## src/gb3_pkg.sv

```systemverilog
// Shared constants, types and register codes for the 3x3 binomial blur.
// No dependencies; imported by every module of the block.
package gb3_pkg;

  localparam int MAX_WIDTH  = 1024;
  localparam int MAX_HEIGHT = 4096;
  localparam int MIN_DIM    = 3;

  localparam int PIX_W      = 8;
  localparam int COL_W      = $clog2(MAX_WIDTH);
  localparam int ROW_W      = $clog2(MAX_HEIGHT);
  localparam int FW_W       = 11;
  localparam int FH_W       = 13;
  localparam int CFG_DATA_W = 13;
  localparam int CFG_IDX_W  = 1;
  localparam int LS_DATA_W  = 2 * PIX_W;
  // kernel weights add to 16: 16 * 255 fits in 12 bits
  localparam int SUM_W      = PIX_W + 4;

  typedef enum logic [CFG_IDX_W-1:0] {
    REG_FRAME_WIDTH  = 1'b0,
    REG_FRAME_HEIGHT = 1'b1
  } cfg_reg_t;

  // Per-word position info carried alongside the pixel
  typedef struct packed {
    logic             has_result;
    logic             last;
    logic [ROW_W-1:0] row;
    logic [COL_W-1:0] col;
  } meta_t;

endpackage

```

## src/gb3_ctrl.sv

```systemverilog
// Frame geometry registers and raster column/row counters.
// Depends on gb3_pkg; drives the line store address and per-word position info.
module gb3_ctrl (
  input  logic                            clk,
  input  logic                            rst_n,
  input  logic                            cfg_we,
  input  logic [gb3_pkg::CFG_IDX_W-1:0]   cfg_index,
  input  logic [gb3_pkg::CFG_DATA_W-1:0]  cfg_wdata,
  input  logic                            acc,
  output logic [gb3_pkg::COL_W-1:0]       col,
  output gb3_pkg::meta_t                  meta
);
  import gb3_pkg::*;

  localparam logic [FW_W-1:0] W_MIN   = FW_W'(MIN_DIM);
  localparam logic [FW_W-1:0] W_MAX   = FW_W'(MAX_WIDTH);
  localparam logic [FW_W-1:0] W_RESET = FW_W'(640);
  localparam logic [FH_W-1:0] H_MIN   = FH_W'(MIN_DIM);
  localparam logic [FH_W-1:0] H_MAX   = FH_W'(MAX_HEIGHT);
  localparam logic [FH_W-1:0] H_RESET = FH_W'(480);

  logic [FW_W-1:0]  fw_r, fw_nxt;
  logic [FH_W-1:0]  fh_r, fh_nxt;
  logic [COL_W-1:0] col_r, col_nxt;
  logic [ROW_W-1:0] row_r, row_nxt;
  logic [FW_W-1:0]  w_eff;
  logic [FH_W-1:0]  h_eff;
  logic             col_end;
  logic             row_end;
  logic             cfg_hit;

  always_comb begin
    if (fw_r < W_MIN) begin
      w_eff = W_MIN;
    end else if (fw_r > W_MAX) begin
      w_eff = W_MAX;
    end else begin
      w_eff = fw_r;
    end
    if (fh_r < H_MIN) begin
      h_eff = H_MIN;
    end else if (fh_r > H_MAX) begin
      h_eff = H_MAX;
    end else begin
      h_eff = fh_r;
    end
  end

  assign col_end = ({1'b0, col_r} + FW_W'(1)) >= w_eff;
  assign row_end = ({1'b0, row_r} + FH_W'(1)) >= h_eff;

  assign col             = col_r;
  assign meta.has_result = (row_r >= ROW_W'(2)) && (col_r >= COL_W'(2));
  assign meta.last       = row_end && col_end;
  assign meta.row        = row_r - ROW_W'(1);
  assign meta.col        = col_r - COL_W'(1);

  always_comb begin
    fw_nxt  = fw_r;
    fh_nxt  = fh_r;
    cfg_hit = 1'b0;
    if (cfg_we) begin
      case (cfg_reg_t'(cfg_index))
        REG_FRAME_WIDTH: begin
          fw_nxt  = cfg_wdata[FW_W-1:0];
          cfg_hit = 1'b1;
        end
        REG_FRAME_HEIGHT: begin
          fh_nxt  = cfg_wdata[FH_W-1:0];
          cfg_hit = 1'b1;
        end
        default: begin
          cfg_hit = 1'b0;
        end
      endcase
    end
  end

  // A geometry write restarts the frame; stale line data is never used since
  // a result needs two full rows of the current frame above it.
  always_comb begin
    col_nxt = col_r;
    row_nxt = row_r;
    if (cfg_hit) begin
      col_nxt = '0;
      row_nxt = '0;
    end else if (acc) begin
      if (col_end) begin
        col_nxt = '0;
        row_nxt = row_end ? '0 : row_r + ROW_W'(1);
      end else begin
        col_nxt = col_r + COL_W'(1);
      end
    end
  end

  always_ff @(posedge clk) begin
    if (!rst_n) begin
      fw_r  <= W_RESET;
      fh_r  <= H_RESET;
      col_r <= '0;
      row_r <= '0;
    end else begin
      fw_r  <= fw_nxt;
      fh_r  <= fh_nxt;
      col_r <= col_nxt;
      row_r <= row_nxt;
    end
  end

endmodule

```

## config.mk

```make
export PLATFORM = sky130hd
export DESIGN_NAME = gb3_ctrl
export DESIGN_NICKNAME = d
export VERILOG_FILES = /design/src/gb3_pkg.sv /design/src/gb3_ctrl.sv
export SDC_FILE = /design/constraint.sdc
export NUM_CORES = 1
export LEC_CHECK = 0
export BUFFER_PORTS_ARGS = -buffer_cell sky130_fd_sc_hd__buf_2
export CORE_ASPECT_RATIO = 0.7
export CORE_MARGIN = 1
export CORE_UTILIZATION = 30
export DETAILED_ROUTE_END_ITERATION = 10
export GPL_TIMING_DRIVEN = 0
export PLACE_DENSITY = 0.51
export SLEW_MARGIN = 15
export SYNTH_ARGS = -nofsm -noshare
export SYNTH_HDL_FRONTEND = slang
export SYNTH_SLANG_ARGS = --single-unit
```

## constraint.sdc

```tcl
create_clock -name clk -period 3.5 [get_ports clk]
set_clock_uncertainty 0.05 [all_clocks]
set_input_delay 0.35 -clock clk [delete_from_list [all_inputs] [get_ports clk]]
set_output_delay 0.35 -clock clk [all_outputs]
set_load 0.005 [all_outputs]
```

Word-level counts from Yosys, hierarchy flattened
Index checks and enable logic that the tools add are counted.
- register bits after elaboration: 46
- bits in latches: 0
- bits in writable memories: 0
- memory bits (read-only): 0
- input bits: 18
- output and inout bits: 34
- word-level logic and storage cells: 33
- memories kept: 0
- add/sub/neg operators: 6
- $mul: 0
- div/mod/pow operators: 0
- order comparisons: 8
- equal/unequal tests: 0
- shifts and indexed selects: 0
- mux-type cells: 7
- bitwise logic cells: 2
- reductions and logical operators: 6
- operators with widths (kind ; number):
    $mux W13 ; 2
    $mux W11 ; 2
    $add A12 B1 Y13 const B ; 1
    $ge A13 B13 Y1 ; 1
    $gt A13 B13 Y1 const B ; 1
    $lt A13 B2 Y1 const B ; 1
    $add A12 B1 Y12 const B ; 1
    $ge A12 B2 Y1 const B ; 1
    $mux W12 ; 1
    $sub A12 B1 Y12 const B ; 1
    $add A10 B1 Y11 const B ; 1
    $ge A11 B11 Y1 ; 1
    $gt A11 B11 Y1 const B ; 1
    $lt A11 B2 Y1 const B ; 1
    $add A10 B1 Y10 const B ; 1
    $ge A10 B2 Y1 const B ; 1
    $mux W10 ; 1
    $sub A10 B1 Y10 const B ; 1
    $reduce_and A2 Y1 ; 3
    $logic_and A1 B1 Y1 ; 2
    $not A1 Y1 ; 2
    $reduce_or A2 Y1 ; 1
    $mux W1 ; 1

Longest topological paths before layout
- word-level depth: 5
- mapped depth: 14
- gate-level depth less buffers: 12

Least setup slack after synthesis
Ideal clock, no wire load.
- path type: register to output
- start point: reg row_r[4]
- end point: out meta[22] in the netlist's numbering
- arrival: 2576 ps
- data required time: 3100 ps
- slack: 524 ps
- stages on the path, launching flop included: 14
- path buffers: 2
- cell sequence: dfxtp_1 -> buf_6 -> and3_1 -> and3_1 -> and4_1 -> and2_1 -> or2_1 -> ha_1 -> a21oi_1 -> nand2_1 -> a221o_1 -> a21oi_4 -> buf_4 -> nor2_1
- RTL lines (what ; line ; RTL):
    start: declaration ; gb3_ctrl.sv:25 ; logic [ROW_W-1:0] row_r, row_nxt;
    start signal: assignment ; gb3_ctrl.sv:107 ; row_r <= row_nxt;
    end: declaration ; gb3_ctrl.sv:11 ; output gb3_pkg::meta_t meta

==> impl_metrics.tcl <==
set metrics [dict create \
    outcome "complete, no violations" \
    switching_share_pct 26.2 \
    grt_util_met3_pct 3.35 \
    power-per-cell-area_mw_per_mm2 297 \
    layout_setup_ws_ns 0.155 \
    finalNetCount 523 \
    synth-seq-area-share_pct 28.5 \
    ys_warn_count 0 \
    syn-num-nets 463 \
    drc_errors 0 \
    numPortBuffers 51 \
    dieArea_mm2 0.0112 \
    wire_per_inst_um 14.1 \
    slew_violations 0 \
    period_minus_slack_ns 3.34 \
    antenna_left 0 \
    busiest_layer "met1" \
    power_mw 1.16 \
    synth_edf_count 0 \
    cts_buffers 5 \
    tritoncts "done" \
    maxCapViolCount 0 \
    mappedNetlistArea_mm2 0.00324 \
    max_freq_ghz 0.299 \
    p_comb_share_pct 11.7 \
    fin_area_mm2 0.00391 \
    netlist_instances 415 \
    p_switching_mw 0.305 \
    grt_pass1_wl_um 13800 \
    cp_max_fo 8 \
    synthArstFlopShare_pct 0 \
    grt_pass1_vias 2760 \
    cts-root-buf "clkbuf_16" \
    ys_types 51 \
    hp-class "primary input to flip-flop" \
    detailed_place_hpwl_um 6750 \
    whs_ns 0.255 \
    avgSynthCellArea_um2 7.80 \
    core_mm2 0.0104 \
    slew_headroom_pct 54.0 \
    die_y_um 88.9 \
    area_growth_pct 21.0 \
    initialDrtViolationCount 121 \
    pwr-share-seq_pct 47.6 \
    die_x_um 126 \
    gp_congestion 0.809 \
    finalWirelength_um 8550 \
    antenna_found_initial 0 \
    overflow 0 \
    cp_data_required_time_ns 3.10 \
    n_antenna_cell 0 \
    synth_flop_cell "dfxtp_1" \
    finalSetupViolCount 0 \
    place_inst 598 \
    max-vdd-ir-drop_v 0.000169 \
    drt_pass1_iterations 4 \
    p_leak_nw 1.71 \
    clock_power_share_pct 40.7 \
    synth_seq_cells 46 \
    place_area_mm2 0.00366 \
    grtUsageMet1_pct 24.7 \
    cts.hold.buffers_added 0 \
    clock-sinks 46 \
    crit_arrival_ns 2.94 \
    pin_count 52 \
    num_vias 2966 \
    finalSetupTns_ns 0 \
    worst_setup_path_start_kind "flip-flop" \
    initial_utilization_pct 31.0 \
    worstSkewPairLatency_ns 0.29 \
    internal-power_mw 0.858 \
    detail_route.vias_per_cell 4.88 \
    finalCritPeriodShare_pct 95.6 \
    clockBufferDepth 2 \
    hold_viol 0 \
    rsz0062_at_grt "no" \
    placementRows 31 \
    final_core_util_pct 37.5 \
    final_cells 608 \
    whs_path_depth 3 \
    path_class "flip-flop to primary output" \
    tightest_slew_ns 0.686 \
    layout-drive-gt1-share_pct 21.0 \
    cts-htree-levels 2 \
    clkTransAtPathRegs_ns 0.07 \
    r2r_cells 12 \
    use_met2_pct 21.2 \
    worstSetupEndpointType "primary output" \
    dp_slack_ns 0.100 \
    track_usage_pct 15.9 \
    grt_max_degree 15 \
]
==> flip-flops by register name, indices dropped and copies added (netlist names) <==
signal,cells
col,10
fh_r,13
fw_r,11
row_r,12
==> final timing paths <==
path | from | to | slack, ns
worst max-delay path | row_r[4] | meta[22] | 0.16
worst min-delay path | cfg_wdata[12] | fh_r[12] | 0.26
worst max register to register | col[0] | row_r[10] | 0.24
worst min register to register | fw_r[9] | fw_r[9] | 0.44
==> critical path, stage by stage (launching register included) <==
cell,delay (ns)
dfxtp_1,0.31
buf_6,0.13
and3_1,0.19
and3_4,0.20
and4_1,0.20
and2_1,0.17
or2_4,0.25
ha_4,0.22
and4_1,0.20
a221o_1,0.36
a21oi_4,0.15
buf_6,0.12
nor2_1,0.03
buf_2,0.13
==> what timing repair did <==
item                                    4_1_cts  5_1_grt
gates cloned                                  0        0
pin swaps                                     1        2
endpoints found under the setup margin        1       12
gates resized for setup                       2       23
setup buffers                                 2        0
==> final cells by class <==
class,instances,area (um^2)
plain buffers,21,113
well taps,132,165
clock buffers,6,129
multi-input cells,333,2240
clock inverters,2,13.8
inverters,15,56.3
repair buffers,53,270
flip-flops and latches,46,928
fillers,1098,6520
==> power by group through the flow <==
stage               clock [mW]  sequential, mW  combinational [mW]
floorplan                    0           0.560              0.0864
global placement             0           0.564               0.132
global route             0.515           0.556               0.154
detailed placement           0           0.565               0.134
CTS                      0.489           0.553               0.135
finish                   0.474           0.554               0.136
==> placed cells by master (no fill, tap or decap), types with 4 or more instances in the layout <==
| cell type | instances |
|---|---|
| a21oi_1 | 15 |
| nand3_1 | 23 |
| ha_1 | 28 |
| nor2_1 | 23 |
| clkbuf_16 | 5 |
| clkbuf_1 | 12 |
| and3_1 | 11 |
| o21ai_1 | 12 |
| nor3_1 | 6 |
| buf_2 | 57 |
| nand2_1 | 92 |
| nor4_1 | 5 |
| inv_1 | 13 |
| xor2_1 | 25 |
| xnor2_1 | 14 |
| a21boi_0 | 18 |
| dfxtp_1 | 42 |
| a32oi_1 | 4 |
| and4_1 | 4 |
==> logic make-up after synthesis <==
group	count (synthesis)	synth area share (%)
buffers and inverters	36	4.91
adder cells (fa/ha/maj)	30	11.6
AO/OA/AOI/OAI	66	14.3
AND/OR/NAND/NOR	195	29.3
flip-flops	46	28.5
multiplexers	1	0.309
XOR/XNOR	41	11.1
==> cells in the mapped netlist, types with 3 or more instances <==
cell	count	area [um^2]
xnor2_1	16	140
o21ai_1	12	60.1
ha_1	30	375
nand2_1	92	345
a21oi_1	15	75.1
nor2_1	26	97.6
buf_2	7	35.0
nor4_1	6	37.5
o31ai_1	4	30.0
and4_1	4	35.0
nand2b_1	3	18.8
clkbuf_1	11	41.3
dfxtp_1	46	921
nor3_1	7	35.0
nand3_1	24	120
xor2_1	25	219
and2_1	3	18.8
a21boi_0	18	135
inv_1	13	48.8
and3_1	12	75.1
a32oi_1	4	35.0
==> per-layer routing <==
metal,up-vias,wire [um]
met5,-,0
met4,0,99
met3,7,413
met2,59,3080
met1,1353,4960
li1,1547,-
Power figures use the tool's default switching activity.
