**config.mk**
```make
export PLATFORM = sky130hd
export DESIGN_NAME = gb3_window
export DESIGN_NICKNAME = d
export VERILOG_FILES = /design/src/gb3_pkg.sv /design/src/gb3_window.sv
export SDC_FILE = /design/constraint.sdc
export NUM_CORES = 1
export LEC_CHECK = 0
export ABC_AREA = 1
export BUFFER_PORTS_ARGS = -buffer_cell sky130_fd_sc_hd__buf_2
export CORE_UTILIZATION = 50
export CTS_BUF_LIST = sky130_fd_sc_hd__clkbuf_8
export CTS_CLUSTER_SIZE = 10
export DETAILED_ROUTE_END_ITERATION = 7
export PLACE_DENSITY = 0.74
export SLEW_MARGIN = 15
export SYNTH_ARGS = -nofsm -noshare
export SYNTH_HDL_FRONTEND = slang
export SYNTH_SLANG_ARGS = --single-unit
```
**constraint.sdc**
```tcl
create_clock -name clk -period 5.1 [get_ports clk]
set_clock_uncertainty 0.2 [all_clocks]
set_input_delay 1.02 -clock clk [delete_from_list [all_inputs] [get_ports clk]]
set_output_delay 1.02 -clock clk [all_outputs]
set_load 0.02 [all_outputs]
```
**src/gb3_pkg.sv**
```systemverilog
// Shared constants, types and register codes for the 3x3 binomial blur.
// No dependencies; imported by every module of the block.
package gb3_pkg;

  localparam int MAX_WIDTH  = 1024;
  localparam int MAX_HEIGHT = 4096;
  localparam int MIN_DIM    = 3;

  localparam int PIX_W      = 8;
  localparam int COL_W      = $clog2(MAX_WIDTH);
  localparam int ROW_W      = $clog2(MAX_HEIGHT);
  localparam int FW_W       = 11;
  localparam int FH_W       = 13;
  localparam int CFG_DATA_W = 13;
  localparam int CFG_IDX_W  = 1;
  localparam int LS_DATA_W  = 2 * PIX_W;
  // kernel weights add to 16: 16 * 255 fits in 12 bits
  localparam int SUM_W      = PIX_W + 4;

  typedef enum logic [CFG_IDX_W-1:0] {
    REG_FRAME_WIDTH  = 1'b0,
    REG_FRAME_HEIGHT = 1'b1
  } cfg_reg_t;

  // Per-word position info carried alongside the pixel
  typedef struct packed {
    logic             has_result;
    logic             last;
    logic [ROW_W-1:0] row;
    logic [COL_W-1:0] col;
  } meta_t;

endpackage

```
**src/gb3_window.sv**
```systemverilog
// Read-modify-write stage, 3x3 window, kernel sum and output register.
// Depends on gb3_pkg; consumes line store read data and writes entries back.
module gb3_window (
  input  logic                           clk,
  input  logic                           rst_n,
  input  logic                           acc,
  input  logic [gb3_pkg::PIX_W-1:0]      acc_pixel,
  input  logic [gb3_pkg::COL_W-1:0]      acc_addr,
  input  gb3_pkg::meta_t                 acc_meta,
  output logic                           s1_ready,
  input  logic [gb3_pkg::LS_DATA_W-1:0]  rd_data,
  output logic                           wr_en,
  output logic [gb3_pkg::COL_W-1:0]      wr_addr,
  output logic [gb3_pkg::LS_DATA_W-1:0]  wr_data,
  output logic                           out_valid,
  input  logic                           out_ready,
  output logic [gb3_pkg::PIX_W-1:0]      out_filtered,
  output logic [gb3_pkg::ROW_W-1:0]      out_center_row,
  output logic [gb3_pkg::COL_W-1:0]      out_center_col,
  output logic                           out_frame_last
);
  import gb3_pkg::*;

  logic             s1_valid_r, s1_valid_nxt;
  logic [PIX_W-1:0] s1_pix_r;
  logic [COL_W-1:0] s1_addr_r;
  meta_t            s1_meta_r;
  logic             s1_adv;
  logic             out_free;

  // window taps: index 0 top, 1 middle, 2 bottom; old = column 0, new = column 1
  logic [PIX_W-1:0] win_old_r [3];
  logic [PIX_W-1:0] win_new_r [3];
  logic [PIX_W-1:0] col_in    [3];
  logic [SUM_W-1:0] sum_c;

  logic             out_valid_r, out_valid_nxt;
  logic [PIX_W-1:0] out_filt_r;
  logic [ROW_W-1:0] out_row_r;
  logic [COL_W-1:0] out_col_r;
  logic             out_last_r;

  assign out_free = !out_valid_r || out_ready;
  // words without a result pass even while the output register is full
  assign s1_adv   = s1_valid_r && (!s1_meta_r.has_result || out_free);
  assign s1_ready = !s1_valid_r || s1_adv;

  assign col_in[0] = rd_data[LS_DATA_W-1:PIX_W];
  assign col_in[1] = rd_data[PIX_W-1:0];
  assign col_in[2] = s1_pix_r;

  // shift the column down: middle moves up, new pixel becomes middle
  assign wr_en   = s1_adv;
  assign wr_addr = s1_addr_r;
  assign wr_data = {col_in[1], s1_pix_r};

  always_comb begin
    sum_c = SUM_W'(win_old_r[0])        + (SUM_W'(win_new_r[0]) << 1) + SUM_W'(col_in[0])
          + (SUM_W'(win_old_r[1]) << 1) + (SUM_W'(win_new_r[1]) << 2)
          + (SUM_W'(col_in[1]) << 1)
          + SUM_W'(win_old_r[2])        + (SUM_W'(win_new_r[2]) << 1) + SUM_W'(col_in[2]);
  end

  assign s1_valid_nxt  = acc ? 1'b1 : (s1_adv ? 1'b0 : s1_valid_r);
  assign out_valid_nxt = (s1_adv && s1_meta_r.has_result) ? 1'b1 :
                         (out_ready ? 1'b0 : out_valid_r);

  always_ff @(posedge clk) begin
    if (!rst_n) begin
      s1_valid_r  <= 1'b0;
      out_valid_r <= 1'b0;
    end else begin
      s1_valid_r  <= s1_valid_nxt;
      out_valid_r <= out_valid_nxt;
    end
  end

  always_ff @(posedge clk) begin
    if (acc) begin
      s1_pix_r  <= acc_pixel;
      s1_addr_r <= acc_addr;
      s1_meta_r <= acc_meta;
    end
    if (s1_adv) begin
      for (int k = 0; k < 3; k++) begin
        win_old_r[k] <= win_new_r[k];
        win_new_r[k] <= col_in[k];
      end
    end
    if (s1_adv && s1_meta_r.has_result) begin
      // divide by 16; weights add to 16 so the quotient never exceeds 255
      out_filt_r <= sum_c[SUM_W-1:4];
      out_row_r  <= s1_meta_r.row;
      out_col_r  <= s1_meta_r.col;
      out_last_r <= s1_meta_r.last;
    end
  end

  assign out_valid      = out_valid_r;
  assign out_filtered   = out_filt_r;
  assign out_center_row = out_row_r;
  assign out_center_col = out_col_r;
  assign out_frame_last = out_last_r;

endmodule

```
=== Word level (Yosys, flattened, before mapping) ===
Memory sizes are Yosys's and may differ from the RTL's.
Cells that the tools add are included.

* Register bits after elaboration: 75
* Memories kept: 2
* Memory bits (writable): 48
* Word-level logic and storage cells: 38

* Reductions and logical operators: 10
* Multiplexer cells: 6
* $add $sub $neg: 8

{| class="wikitable"
|+ Memory list
! name !! words !! bits a word !! read ports !! clocked after Yosys merged registers in !! wr ports !! RTL line !! text
|-
| win_new_r || 3 || 8 || 3 || 0 || 3 || gb3_window.sv:33 || <nowiki>logic [PIX_W-1:0] win_new_r [3];</nowiki>
|-
| win_old_r || 3 || 8 || 3 || 0 || 3 || gb3_window.sv:32 || <nowiki>logic [PIX_W-1:0] win_old_r [3];</nowiki>
|}

{| class="wikitable"
|+ Operator list
! operator !! count
|-
| $add 12x8->12 || 2
|-
| $add 12x9->12 || 2
|-
| $add 11x9->12 || 1
|-
| $add 12x10->12 || 1
|-
| $add 10x8->11 || 1
|-
| $add 8x9->10 || 1
|-
| $mux 1 || 6
|-
| $reduce_bool 2->1 || 2
|-
| $logic_not 1->1 || 3
|-
| $logic_or 1x1->1 || 3
|-
| $logic_and 1x1->1 || 2
|}

=== Logic depth before layout (Yosys ltp) ===
Gate-level depths: netlist of run 1.

* Depth in word-level cells: 8
* Mapped depth: 17
* Gate-level depth less buffers: 17

=== Worst setup path after synthesis of run 1 ===
No wires, ideal clock.

* Kind: in2reg
* From: input port rd_data[2] (netlist name)
* To: register out_filt_r[5], in the netlist out_filtered[5] (data pin)
* Required time: 4648 ps
* Cell stages on the path: 17
* Data arrival time: 4142 ps
* Slack: 506 ps
* Cell sequence: inv_1 > fa_1 > inv_1 > fa_1 > fa_1 > inv_1 > fa_1 > nor2_1 > nand2_1 > inv_1 > fa_1 > nand3_1 > nand2_1 > nand3_1 > nand2_1 > nand2_1 > nand2_1

* Word-level cells in the longest chain between the ends: 4

{| class="wikitable"
|+ RTL lines
! item !! RTL line !! text
|-
| from (decl) || gb3_window.sv:11 || <nowiki>input logic [gb3_pkg::LS_DATA_W-1:0] rd_data,</nowiki>
|-
| $add 12x9->12 || gb3_window.sv:60 || <nowiki>+ (SUM_W'(col_in[1]) << 1)</nowiki>
|-
| $add 12x8->12 || gb3_window.sv:61 || <nowiki>+ SUM_W'(win_old_r[2]) + (SUM_W'(win_new_r[2]) << 1) + SUM_W'(col_in[2]);</nowiki>
|-
| $add 12x9->12 || gb3_window.sv:61 ||
|-
| $add 12x8->12 || gb3_window.sv:61 ||
|-
| net sum_c[9] || gb3_window.sv:35 || <nowiki>logic [SUM_W-1:0] sum_c;</nowiki>
|-
| to (signal assigned) || gb3_window.sv:92 || <nowiki>out_filt_r <= sum_c[SUM_W-1:4];</nowiki>
|-
| to (decl) || gb3_window.sv:38 || <nowiki>logic [PIX_W-1:0] out_filt_r;</nowiki>
|}

The timed path passes the listed nets, and every way through them passes these cells.
A chain may end at the register's enable or synchronous reset.

=== Final worst setup path of run 1 ===
Ends and elaborated chain as after synthesis.

==> flow_results.org, run 1 <==
** Status
- Outcome :: finished clean

** Yosys
- The cell area that synthesis handed to floorplanning was 0.005625 mm².
- For this run, the register share of the synthesized area comes to 65.30%.
- Net Count, Synth :: 495
- After synthesis, the cell types taking the most area are edfxtp_1, fa_1, inv_1, ha_1, nand2_1.
- Of all cell types, the one taking the most synthesized area is edfxtp_1.
- Synthesis instantiated 16 different standard cells from the library.
- Syn Inst Count :: 368
- Counting flops and latches in the post-synthesis netlist gives 123.
- After synthesis, the largest area contributor takes up 64.59% of total cell area.
- Ys Warns :: 0
- In this run the mean area of a mapped cell was 15.29 µm².

** STA
- Setup repair after global routing missed its margin :: no
- Transition at the pin with the smallest max-transition slack :: 1.075 ns
- After layout, the worst path uses 86.14% of the clock period.
- Setup violations remaining at the end of the flow were counted as 0.
- F_max :: 227.6 MHz
- The number of hold violations in the final report was 0.
- Final period demand of the worst path :: 4.393 ns
- The worst pin sits at a relative slew slack of 27.87%.
- Setup TNS :: 0 ns
- The max-slew violation count is 0.

** Final layout
- Net count, final :: 628
- Register cell area after layout :: 0.003674 mm²
- Fill cell instance count of the final layout :: 846
- The multi-input combinational cells in the finished layout cover a total of 0.001464 mm².
- The repair_antennas step left the layout with diodes totalling 0.
- In the final layout, the share of cells above drive strength 1 is 28.71%.
- Share of the core filled with cells in the final layout :: 61.77%
- Area Growth Syn to Fin :: 19.55%

** Clocking
- In this run the deepest clock path goes through 2 buffers.
- The clock reaches the later pin of the worst-skew pair after 0.43 ns.
- Once the clock tree was built, the resizer swapped 0 gates to a different size.
- Buffers inserted during clock tree synthesis total 17.
- The tree is rooted in a clkbuf_8.
- TritonCTS clock tree :: built
- Worst-path clk slew :: 0.07 ns
- Num Clock Sinks :: 123
- Number of buffers inserted for hold repair after clock tree synthesis :: 0
- In this run the number of H-tree levels came out at 4.
- Once the clock tree was built, the setup fixing pass inserted 0 buffers.

** Global route
- The first global-routing pass estimated 13700 µm of wire.
- Global routing's busiest layer :: met2
- Number of global-route vias before repair :: 3129
- Global routing met1 resource utilization :: 19.62%
- Total global-route track usage :: 16.11%
- GRT met3 Usage :: 5.847%
- Global routing used 26.52% of the available met2 tracks.
- Remaining Overflow, GRT :: 0
- The initial antenna violation count was 0.
- Maximum number of pins on one net before global-route repair :: 50

** Power
- The share of total power dissipated in sequential elements is 40.7%.
- Pwr Density :: 468.9 mW/mm²
- P_leak :: 3.069 nW
- Combinational logic burns 33.6% of the power.
- Clock share of power :: 25.7%
- Max VDD drop :: 0.3937 mV
- The analysis attributes to net switching a power of 1.018 mW.
- Of the total power, the share spent switching nets is 32.28%.
- Int Power :: 2.136 mW

** Route
- The first detailed-routing pass took 4 iterations.
- In this run the remaining antenna-violating nets after routing total 0.
- Total length of routed wires :: 8461 µm
- After the first detailed-routing iteration, the DRC count stood at 88.
- WL/cell :: 12.98 µm
- After detailed routing, the number of remaining DRC violations is 0.
- Summing over every cut layer, the via total after detailed routing is 2940.
- After detailed routing, the number of vias per cell comes to 4.509.

** Floorplan
- Number of placement rows :: 38
- In this run the standard cell core region covers 0.01089 mm².
- Die outline area :: 0.01168 mm²
- Count of boundary I/O pins :: 122
- The die is 108.1 µm tall.
- Initial Utilization :: 51.67%
- The floorplan step set the die width to 108.1 µm.

** Critical path
- CP Launch Type :: input port
- Crit. Startpoint :: rd_data[2]
- In this run the critical register-to-register path is captured at out_filtered[5].
- Worst r2r path cells :: 15
- The startpoint identified for the worst register-to-register timing path is s1_pix_r[4].
- Maximum fanout encountered on the critical timing path :: 3
- STA puts the critical path data required time at 5.09 ns.
- The critical path is of the input port to flip-flop type.
- The critical path ends at out_filtered[5].
- Signal arrival time at the worst endpoint :: 4.38 ns
- In this run the register-to-register setup slack is 1.06 ns.
- Kind of capture point of the worst setup path :: flip-flop

** Job
- Max-cap violations in this run came to 0.

** Placement
- In this run the tool buffered the top-level ports with 121 buffer cells.
- Summed over all nets, the half-perimeter wirelength after detailed placement is 6327 µm.
- At the end of routability-driven placement, the weighted congestion stood at 0.7633.

** Worst hold path
- Worst hold path class :: flip-flop to flip-flop
- Counting instances, the worst hold path has a depth of 0.
## cells in the mapped netlist
cell      count
nand4_1       1
ha_1         13
nand3_1       8
fa_1         52
a21oi_1       3
dfxtp_1       2
edfxtp_1    121
inv_2         1
xor2_1        3
nand2_1      35
nor2_1        5
o21a_1        1
buf_4         8
a21boi_0      1
o21bai_1      1
inv_1       113
## power by group through the flow
stage | Clock [mW] | Combinational, mW | Sequential (mW)
2_1_floorplan | 0 | 0.777 | 1.35
3_3_place_gp | 0 | 1.05 | 1.30
3_5_place_dp | 0 | 1.08 | 1.31
4_1_cts | 0.837 | 1.09 | 1.29
5_1_grt | 0.875 | 1.26 | 1.29
6_report | 0.811 | 1.06 | 1.28
## final cells by class
cell class / count / share of cell area, %
clock buffer: 17 / 3.479
clock inverter: 13 / 2.047
inverter: 114 / 6.363
multi-input combinational: 123 / 21.77
sequential: 123 / 54.62
tap: 140 / 2.605
timing repair buffer: 122 / 9.116
## registers in the layout, summed over array words and instances, names as in the netlist
signal,count
win_new_r,24
out_valid,1
s1_meta_r,24
out_frame_last,1
wr_addr,10
out_filtered,8
win_old_r,24
s1_pix_r,8
out_center_row,12
out_center_col,10
s1_valid_r,1
## cell usage in the layout (no fill, tap or decap), types with 2 or more instances in the layout
cell type / netlist / final
xor2_1: 3 / 3
ha_1: 13 / 13
nor2_1: 5 / 5
inv_1: 113 / 114
dfxtp_1: 2 / 2
a21oi_1: 3 / 3
buf_2: 0 / 121
bufinv_16: 0 / 3
fa_1: 52 / 52
inv_2: 1 / 2
clkinv_1: 0 / 5
clkbuf_8: 0 / 17
nand3_1: 8 / 8
edfxtp_1: 121 / 121
nand2_1: 35 / 35
## cell families after synthesis
family,share of synthesized area (%)
and+or+nand+nor,3.492
xor gates and xnor gates,0.4672
adders and majority gates,21.40
AOI/OAI and AO/OA,0.6673
buffers and inverters,8.674
DFF,65.30
## routing by layer
metal / vias up / wire length [µm]
met1: 1421 / 3534
li1: 1411 / -
met5: - / 0
met4: 0 / 119
met2: 98 / 4302
met3: 10 / 504
## worst min-delay path by stage
stage	start	end	slack, ns
final	s1_meta_r[1]	out_center_col[1]	0.22
after global routing	s1_meta_r[13]	out_center_row[3]	0.23
after CTS	s1_meta_r[14]	out_center_row[4]	0.22
after detailed placement	s1_meta_r[17]	out_center_row[7]	0.21
after global placement	s1_meta_r[10]	out_center_row[0]	0.20
after floorplan	s1_meta_r[0]	out_center_col[0]	0.20
## worst max-delay path, cell delays in order
cell and delay [ns]:
buf_2 0.10, inv_1 0.05, fa_1 0.53, inv_1 0.05, fa_1 0.50, fa_1 0.55, inv_1 0.05, fa_1 0.53
nor2_1 0.05, nand2_1 0.06, inv_1 0.04, fa_1 0.39, nand3_1 0.10, nand2_1 0.10, nand3_1 0.10, nand2_1 0.05
nand2_1 0.05, nand2_1 0.05
## stage by stage
| stage | hold WS, ns | cell area (µm²) | worst slack (ns) | power (mW) | cells |
|---|---|---|---|---|---|
| floorplan | 0.2003 | 5625 | 0.5059 | 2.132 | 368 |
| detailed placement | 0.2052 | 6354 | 0.2451 | 2.391 | 622 |
| global route | 0.2304 | 6725 | 0.4705 | 3.427 | 652 |
| finish | 0.2182 | 6725 | 0.7071 | 3.154 | 652 |
| global placement | 0.2004 | 6354 | 0.2906 | 2.351 | 622 |
| CTS | 0.2207 | 6725 | 0.7257 | 3.214 | 652 |
(Power assumes the default switching activity.)
==> inputs of run 2 (changes only) <==
--- a/config.mk
+++ b/config.mk
@@ -11,7 +11,7 @@
 export CTS_BUF_LIST = sky130_fd_sc_hd__clkbuf_8
 export CTS_CLUSTER_SIZE = 10
 export DETAILED_ROUTE_END_ITERATION = 7
-export PLACE_DENSITY = 0.74
+export PLACE_DENSITY = 0.82
 export SLEW_MARGIN = 15
 export SYNTH_ARGS = -nofsm -noshare
 export SYNTH_HDL_FRONTEND = slang
==> run 2 against run 1 <==
Clock power is 9.9% higher. Global-route usage is 0.19 points lower. Largest cell class unchanged. Critical path depth stayed put. Via count is 0.54% higher. Cell count is 0.31% higher. Wire length is 0.13% lower. Largest power group unchanged. Design area is 0.73% higher. First-iteration DRC count is 59% higher.
==> flow_results.org, run 2 (synthesized netlist as in run 1, its figures left out) <==
** Status
- Outcome :: finished clean

** Clocking
- TritonCTS built the clock tree.
- Num Clock Sinks :: 123
- In this run the post-CTS setup repair buffer count came out at 0.
- Hold repair after CTS inserted 0 buffers.
- Number of buffers created by CTS :: 17
- Maximum level of the CTS H-tree :: 4
- CTS root buf :: clkbuf_8
- The clock reaches the later pin of the worst-skew pair after 0.44 ns.
- Worst-case clock buffer depth :: 2
- Post-CTS sizing :: 0
- Clock-pin slew was measured on the worst setup and hold paths at 0.07 ns.

** Final layout
- Area Growth Syn to Fin :: 20.42%
- Share of the core filled with cells in the final layout :: 62.22%
- For this run, the post-layout net count is 628.
- Multi-input gate area in the final layout :: 0.001464 mm²
- In the final layout, the registers with the most flip-flops are s1_meta_r: 24 flops, win_new_r: 24 flops, win_old_r: 24 flops.
- The sequential cells in the finished layout cover a total of 0.003674 mm².
- Layout Cells excl Fill :: 654
- Fill cell instance count of the final layout :: 829
- Commonest cells after routing, fill and taps aside :: buf_2, edfxtp_1, inv_1
- Share of cells above drive strength 1 :: 29.96%
- With fillers left out, the area of the finished cells amounts to 0.006774 mm².
- The number of antenna diodes in the final layout is 0.

** STA
- The number of hold violations in the final report was 0.
- Adding up every negative setup slack in the final design gives 0 ns.
- F_max :: 223.8 MHz
- Smallest hold slack :: 0.2163 ns
- Setup violations remaining at the end of the flow were counted as 0.
- Setup repair after global routing missed its margin :: no
- Final Max Slew Viols :: 0
- After layout, the worst setup slack is 0.6308 ns.
- In this run the tightest slew margin relative to its limit is 32.52%.
- The worst path needs 4.469 ns of the cycle, external delays included.
- Transition at the pin with the smallest max-transition slack :: 1.012 ns
- Dividing the final minimum period by the clock period gives 87.63%.

** Route
- Drt first pass iters :: 6
- Post-route DRC violation count :: 0
- For this block, the routed nets add up to 8450 µm of wire.
- After the first detailed-routing iteration, the DRC count stood at 140.
- ANT nets after route :: 0
- The routed layout has 2956 vias.
- WL/cell :: 12.92 µm
- After detailed routing, the number of vias per cell comes to 4.520.

** Floorplan
- Die outline area :: 0.01168 mm²
- In this run the horizontal extent of the chip is 108.1 µm.
- Floorplan core area :: 0.01089 mm²
- During I/O placement, the number of pins put on the boundary was 122.
- Initial Utilization :: 51.67%
- Vert. Die Dim :: 108.1 µm
- In this run the core area contains 38 standard-cell rows.

** Placement
- GPL Wtd Cong :: 0.7597
- After legalization and detailed placement, the total HPWL measured 6345 µm.
- Instance count after placement with tap cells included :: 622
- Post-Place Setup Slack :: 0.1850 ns
- Input and output buffers added on the ports amount to 121.
- In this run the cell area measured after placement is 0.006354 mm².

** Global route
- Remaining Overflow, GRT :: 0
- The number of global-route vias before repair was 3035.
- Total global-route track usage :: 15.92%
- The initial antenna violation count came to 0.
- The first global-routing pass estimated 13460 µm of wire.
- Entering global routing, the biggest net connects 50 pins.

** Critical path
- The critical path in this run is classified as input port to flip-flop.
- The worst setup path is captured at a flip-flop.
- In this run the worst path has a maximum fanout of 3.
- Data on the critical path arrives at its endpoint at 4.46 ns.
- Flop-to-flop setup slack :: 0.98 ns
- Data required, critical path :: 5.09 ns
- Worst r2r path cells :: 17
- CP Launch Type :: input port

** Power
- For this design the ratio of total power to cell area is 480.8 mW/mm².
- In this run the static leakage power is 3.094 nW.
- Of the total power, combinational logic draws 33.2%.
- In this run switching power makes up 32.53% of total power.
- Net switching power :: 1.059 mW
- The internal portion of the total power is 2.198 mW.
- Max VDD drop :: 0.2651 mV
- The clock network burns 27.4% of the power.
- The completed layout was analyzed and its total power is 3.257 mW.
- Sequential Power Share :: 39.4%

** Worst hold path
- Along the worst hold path, the cell count comes to 0.
- The tightest min-delay check is of the flip-flop to flip-flop type.

** Job
- Reported max-cap violation count :: 0
[run 2: cell types whose count changed in the layout (fill, tap and decap cells not counted)]
cell        delta
clkinv_2       +2
bufinv_16      +1
clkinvlp_4     +2
inv_2          +1
clkinv_4       +1
clkinv_1       -5
[run 2: routing by layer]
metal	track usage, %	vias to the layer above	part of all wire (%)
li1	-	1416	-
met1	18.40	1443	40
met2	26.66	88	53
met3	6.450	9	6.1
met4	5.871	0	1.3
met5	0	-	0
[run 2: layout make-up]
type                       instances  share of cell area [%]
tap                              140                   2.586
clock inverter                    15                   2.752
inverter                         114                   6.317
timing repair buffer             122                   9.051
sequential                       123                   54.23
multi-input combinational        123                   21.61
clock buffer                      17                   3.454
[run 2: critical path, stage by stage]
cell and delay, ns:
buf_2 0.09, inv_1 0.05, fa_1 0.54, inv_1 0.06
fa_1 0.51, fa_1 0.55, inv_1 0.06, fa_1 0.54
nor2_1 0.06, nand2_1 0.07, inv_1 0.05, fa_1 0.39
nand3_1 0.10, nand2_1 0.11, nand3_1 0.11, nand2_1 0.06
nand2_1 0.05, nand2_1 0.05
[run 2: path summary, 6_finish.rpt]
| kind | startpoint | endpoint |
|---|---|---|
| worst max-delay path | rd_data[2] | out_filtered[5] |
| worst min-delay path | s1_meta_r[5] | out_center_col[5] |
| worst max register to register | s1_pix_r[3] | out_filtered[5] |
| worst min register to register | s1_meta_r[5] | out_center_col[5] |
[run 2: power groups by stage]
stage | sequential [mW] | combinational (mW) | clock (mW)
4_1_cts | 1.29 | 1.10 | 0.918
5_1_grt | 1.29 | 1.26 | 0.956
3_3_place_gp | 1.30 | 1.05 | 0
6_report | 1.28 | 1.08 | 0.891
2_1_floorplan | 1.35 | 0.777 | 0
3_5_place_dp | 1.31 | 1.09 | 0
==> inputs of run 3 (changes only) <==
--- a/config.mk
+++ b/config.mk
@@ -11,7 +11,7 @@
 export CTS_BUF_LIST = sky130_fd_sc_hd__clkbuf_8
 export CTS_CLUSTER_SIZE = 10
 export DETAILED_ROUTE_END_ITERATION = 7
-export PLACE_DENSITY = 0.82
+export PLACE_DENSITY = 0.7
 export SLEW_MARGIN = 15
 export SYNTH_ARGS = -nofsm -noshare
 export SYNTH_HDL_FRONTEND = slang
==> run 3 against run 2 <==
Sequential share of layout area grew 0.50 points. Largest cell class unchanged. Die area is the same. Critical endpoint unchanged. Highest routed layer unchanged. Register-to-register slack better by 0.07 ns.
==> flow_results.org, run 3 (synthesized netlist as in run 1, its figures left out) <==
** STA
- Max-Slew Margin vs Limit :: 32.53%
- For the pin with the worst max-slew slack, the measured transition is 1.012 ns.
- Final Hold Fails :: 0
- Setup violations remaining at the end of the flow were counted as 0.
- Based on the critical path, the design can be clocked at up to 226.8 MHz.
- Subtracting the final worst setup slack from the clock period gives 4.409 ns.
- Setup TNS :: 0 ns
- Setup repair after global routing left no endpoint under its margin.
- Final worst setup slack :: 0.6912 ns
- The max-slew violation count was 0.
- Dividing the final minimum period by the clock period gives 86.45%.

** Global route
- The number of global-route vias before repair is 3033.
- Total global-route track usage :: 15.54%
- First-pass GRT wire length :: 13390 µm
- Entering global routing, the biggest net connects 50 pins.
- Number of antenna violations at the first check in global routing :: 0
- Global routing finished with a remaining overflow of 0.

** Power
- VDD sags by at most 0.2707 mV.
- For this design the static power due to leakage is 3.080 nW.
- Total power draw :: 3.098 mW
- Pwr Density :: 461.5 mW/mm²

** Floorplan
- The die is 108.1 µm tall.
- Initial Utilization :: 51.67%
- Number of placement rows :: 38
- The region available for standard cell placement spans 0.01089 mm².
- Measured along the x axis, the die boundary spans 108.1 µm.
- In this run the count of I/O pins placed on the die edge is 122.
- Die outline area :: 0.01168 mm²

** Clocking
- The clock tree synthesis step divided the H-tree into 4 levels.
- For this design, the CTS-stage hold fixing added 0 buffers.
- TritonCTS clock tree :: built
- Number of buffers created by CTS :: 17
- Clock latency reported for the late side of the worst-skew pair :: 0.42 ns
- In this run the deepest clock path goes through 2 buffers.
- Clock-pin slew was measured on the worst setup and hold paths at 0.07 ns.
- The clock net in this run drives a total of 123 sinks.
- Post-CTS sizing :: 0
- In this run the clock root is driven by a clkbuf_8.
- Setup fix buffers added after clock tree synthesis :: 0

** Route
- In this run the remaining antenna-violating nets after routing total 0.
- After detailed routing, the number of vias per cell comes to 4.482.
- For this run, design rule violations remaining after detail routing come to 0.
- The first detailed-routing pass took 4 iterations.
- Summing over every cut layer, the via total after detailed routing is 2936.
- After detailed routing, the total wire length is 8151 µm.
- Initial detailed-routing violation count :: 104
- WL/cell :: 12.44 µm

** Status
- Outcome :: finished clean

** Final layout
- Net count, final :: 629
- Relative to the synthesized area, the layout overhead comes to 19.33%.
- Number of antenna diodes :: 0
- Registers take 0.003674 mm².
- Biggest regs :: s1_meta_r: 24 flops, win_new_r: 24 flops, win_old_r: 24 flops
- For this run, the share of the core covered by cells in the final layout is 61.65%.
- Layout Cells excl Fill :: 655
- Of the cells placed in the final design, the portion with a size suffix greater than 1 is 28.93%.
- Summing all multi-input logic gate instances after layout gives 0.001464 mm².
- In the layout the commonest cells are buf_2, edfxtp_1, inv_1.
- After filler insertion, the fill cell instance count of the layout stands at 823.

** Critical path
- Along the worst path, the maximum fanout reaches 3.
- Category of the most critical setup path :: input port to flip-flop
- Data on the critical path is required at its endpoint by 5.08 ns.
- Signal arrival time at the worst endpoint :: 4.39 ns
- CP Launch Type :: input port
- The worst setup path is captured at a flip-flop.

** Placement
- The count of buffers added on input and output ports is 121.
- Total half-perimeter wirelength after legalization and detailed placement :: 5946 µm
- Post-Place Setup Slack :: 0.2597 ns
- GPL Wtd Cong :: 0.7674
- Instance count after placement with tap cells included :: 623

** Job
- Reported max-cap violation count :: 0

** Worst hold path
- Worst hold path class :: flip-flop to flip-flop
## run 3: cell count changes in the layout (fill, tap and decap cells not counted), moves of 2 or more
cell	change
bufinv_16	-2
clkinv_1	+4
clkinv_4	-2
clkinvlp_4	-2
inv_1	+2
## run 3: metal layers
metal  vias to the layer above  track usage [%]  wire length (µm)
met5                         -                0                 0
met4                         0            4.403                74
met3                         9            6.148               521
met2                        93            25.20              4014
met1                      1408            19.38              3541
li1                       1426                -                 -
## run 3: metrics by stage
stage	area [µm²]	hold WS, ns
2_1_floorplan	5625	0.2003
3_3_place_gp	6361	0.2007
3_5_place_dp	6361	0.2045
4_1_cts	6713	0.2169
5_1_grt	6713	0.2262
6_report	6713	0.2180
## run 3: cell type report
class,count,share of cell area (%)
inverter,114,6.375
timing repair buffer,123,9.245
clock inverter,15,1.752
clock buffer,17,3.486
multi-input combinational,123,21.81
tap,140,2.610
sequential,123,54.73
## run 3: final timing paths
kind / startpoint / cells past startpoint / slack, ns / to
max reg2reg: win_new_r[0][2] / 15 / 1.05 / out_filtered[5]
min: s1_meta_r[9] / 0 / 0.22 / out_center_col[9]
max: rd_data[2] / 18 / 0.69 / out_filtered[5]
min reg2reg: s1_meta_r[9] / 0 / 0.22 / out_center_col[9]
## run 3: report_power, final
group / internal [mW] / switching, mW / total [mW]
combinational: 0.411 / 0.646 / 1.06
sequential: 1.26 / 0.0268 / 1.28
clock: 0.415 / 0.344 / 0.759
total: 2.08 / 1.02 / 3.10
## run 3: worst max-delay path, cell delays in order
cell	delay, ns
buf_2	0.09
inv_1	0.05
fa_1	0.53
inv_1	0.06
fa_1	0.50
fa_1	0.54
inv_1	0.05
fa_1	0.53
nor2_1	0.05
nand2_1	0.06
inv_1	0.04
fa_1	0.39
nand3_1	0.10
nand2_1	0.10
nand3_1	0.10
nand2_1	0.06
nand2_1	0.05
nand2_1	0.05
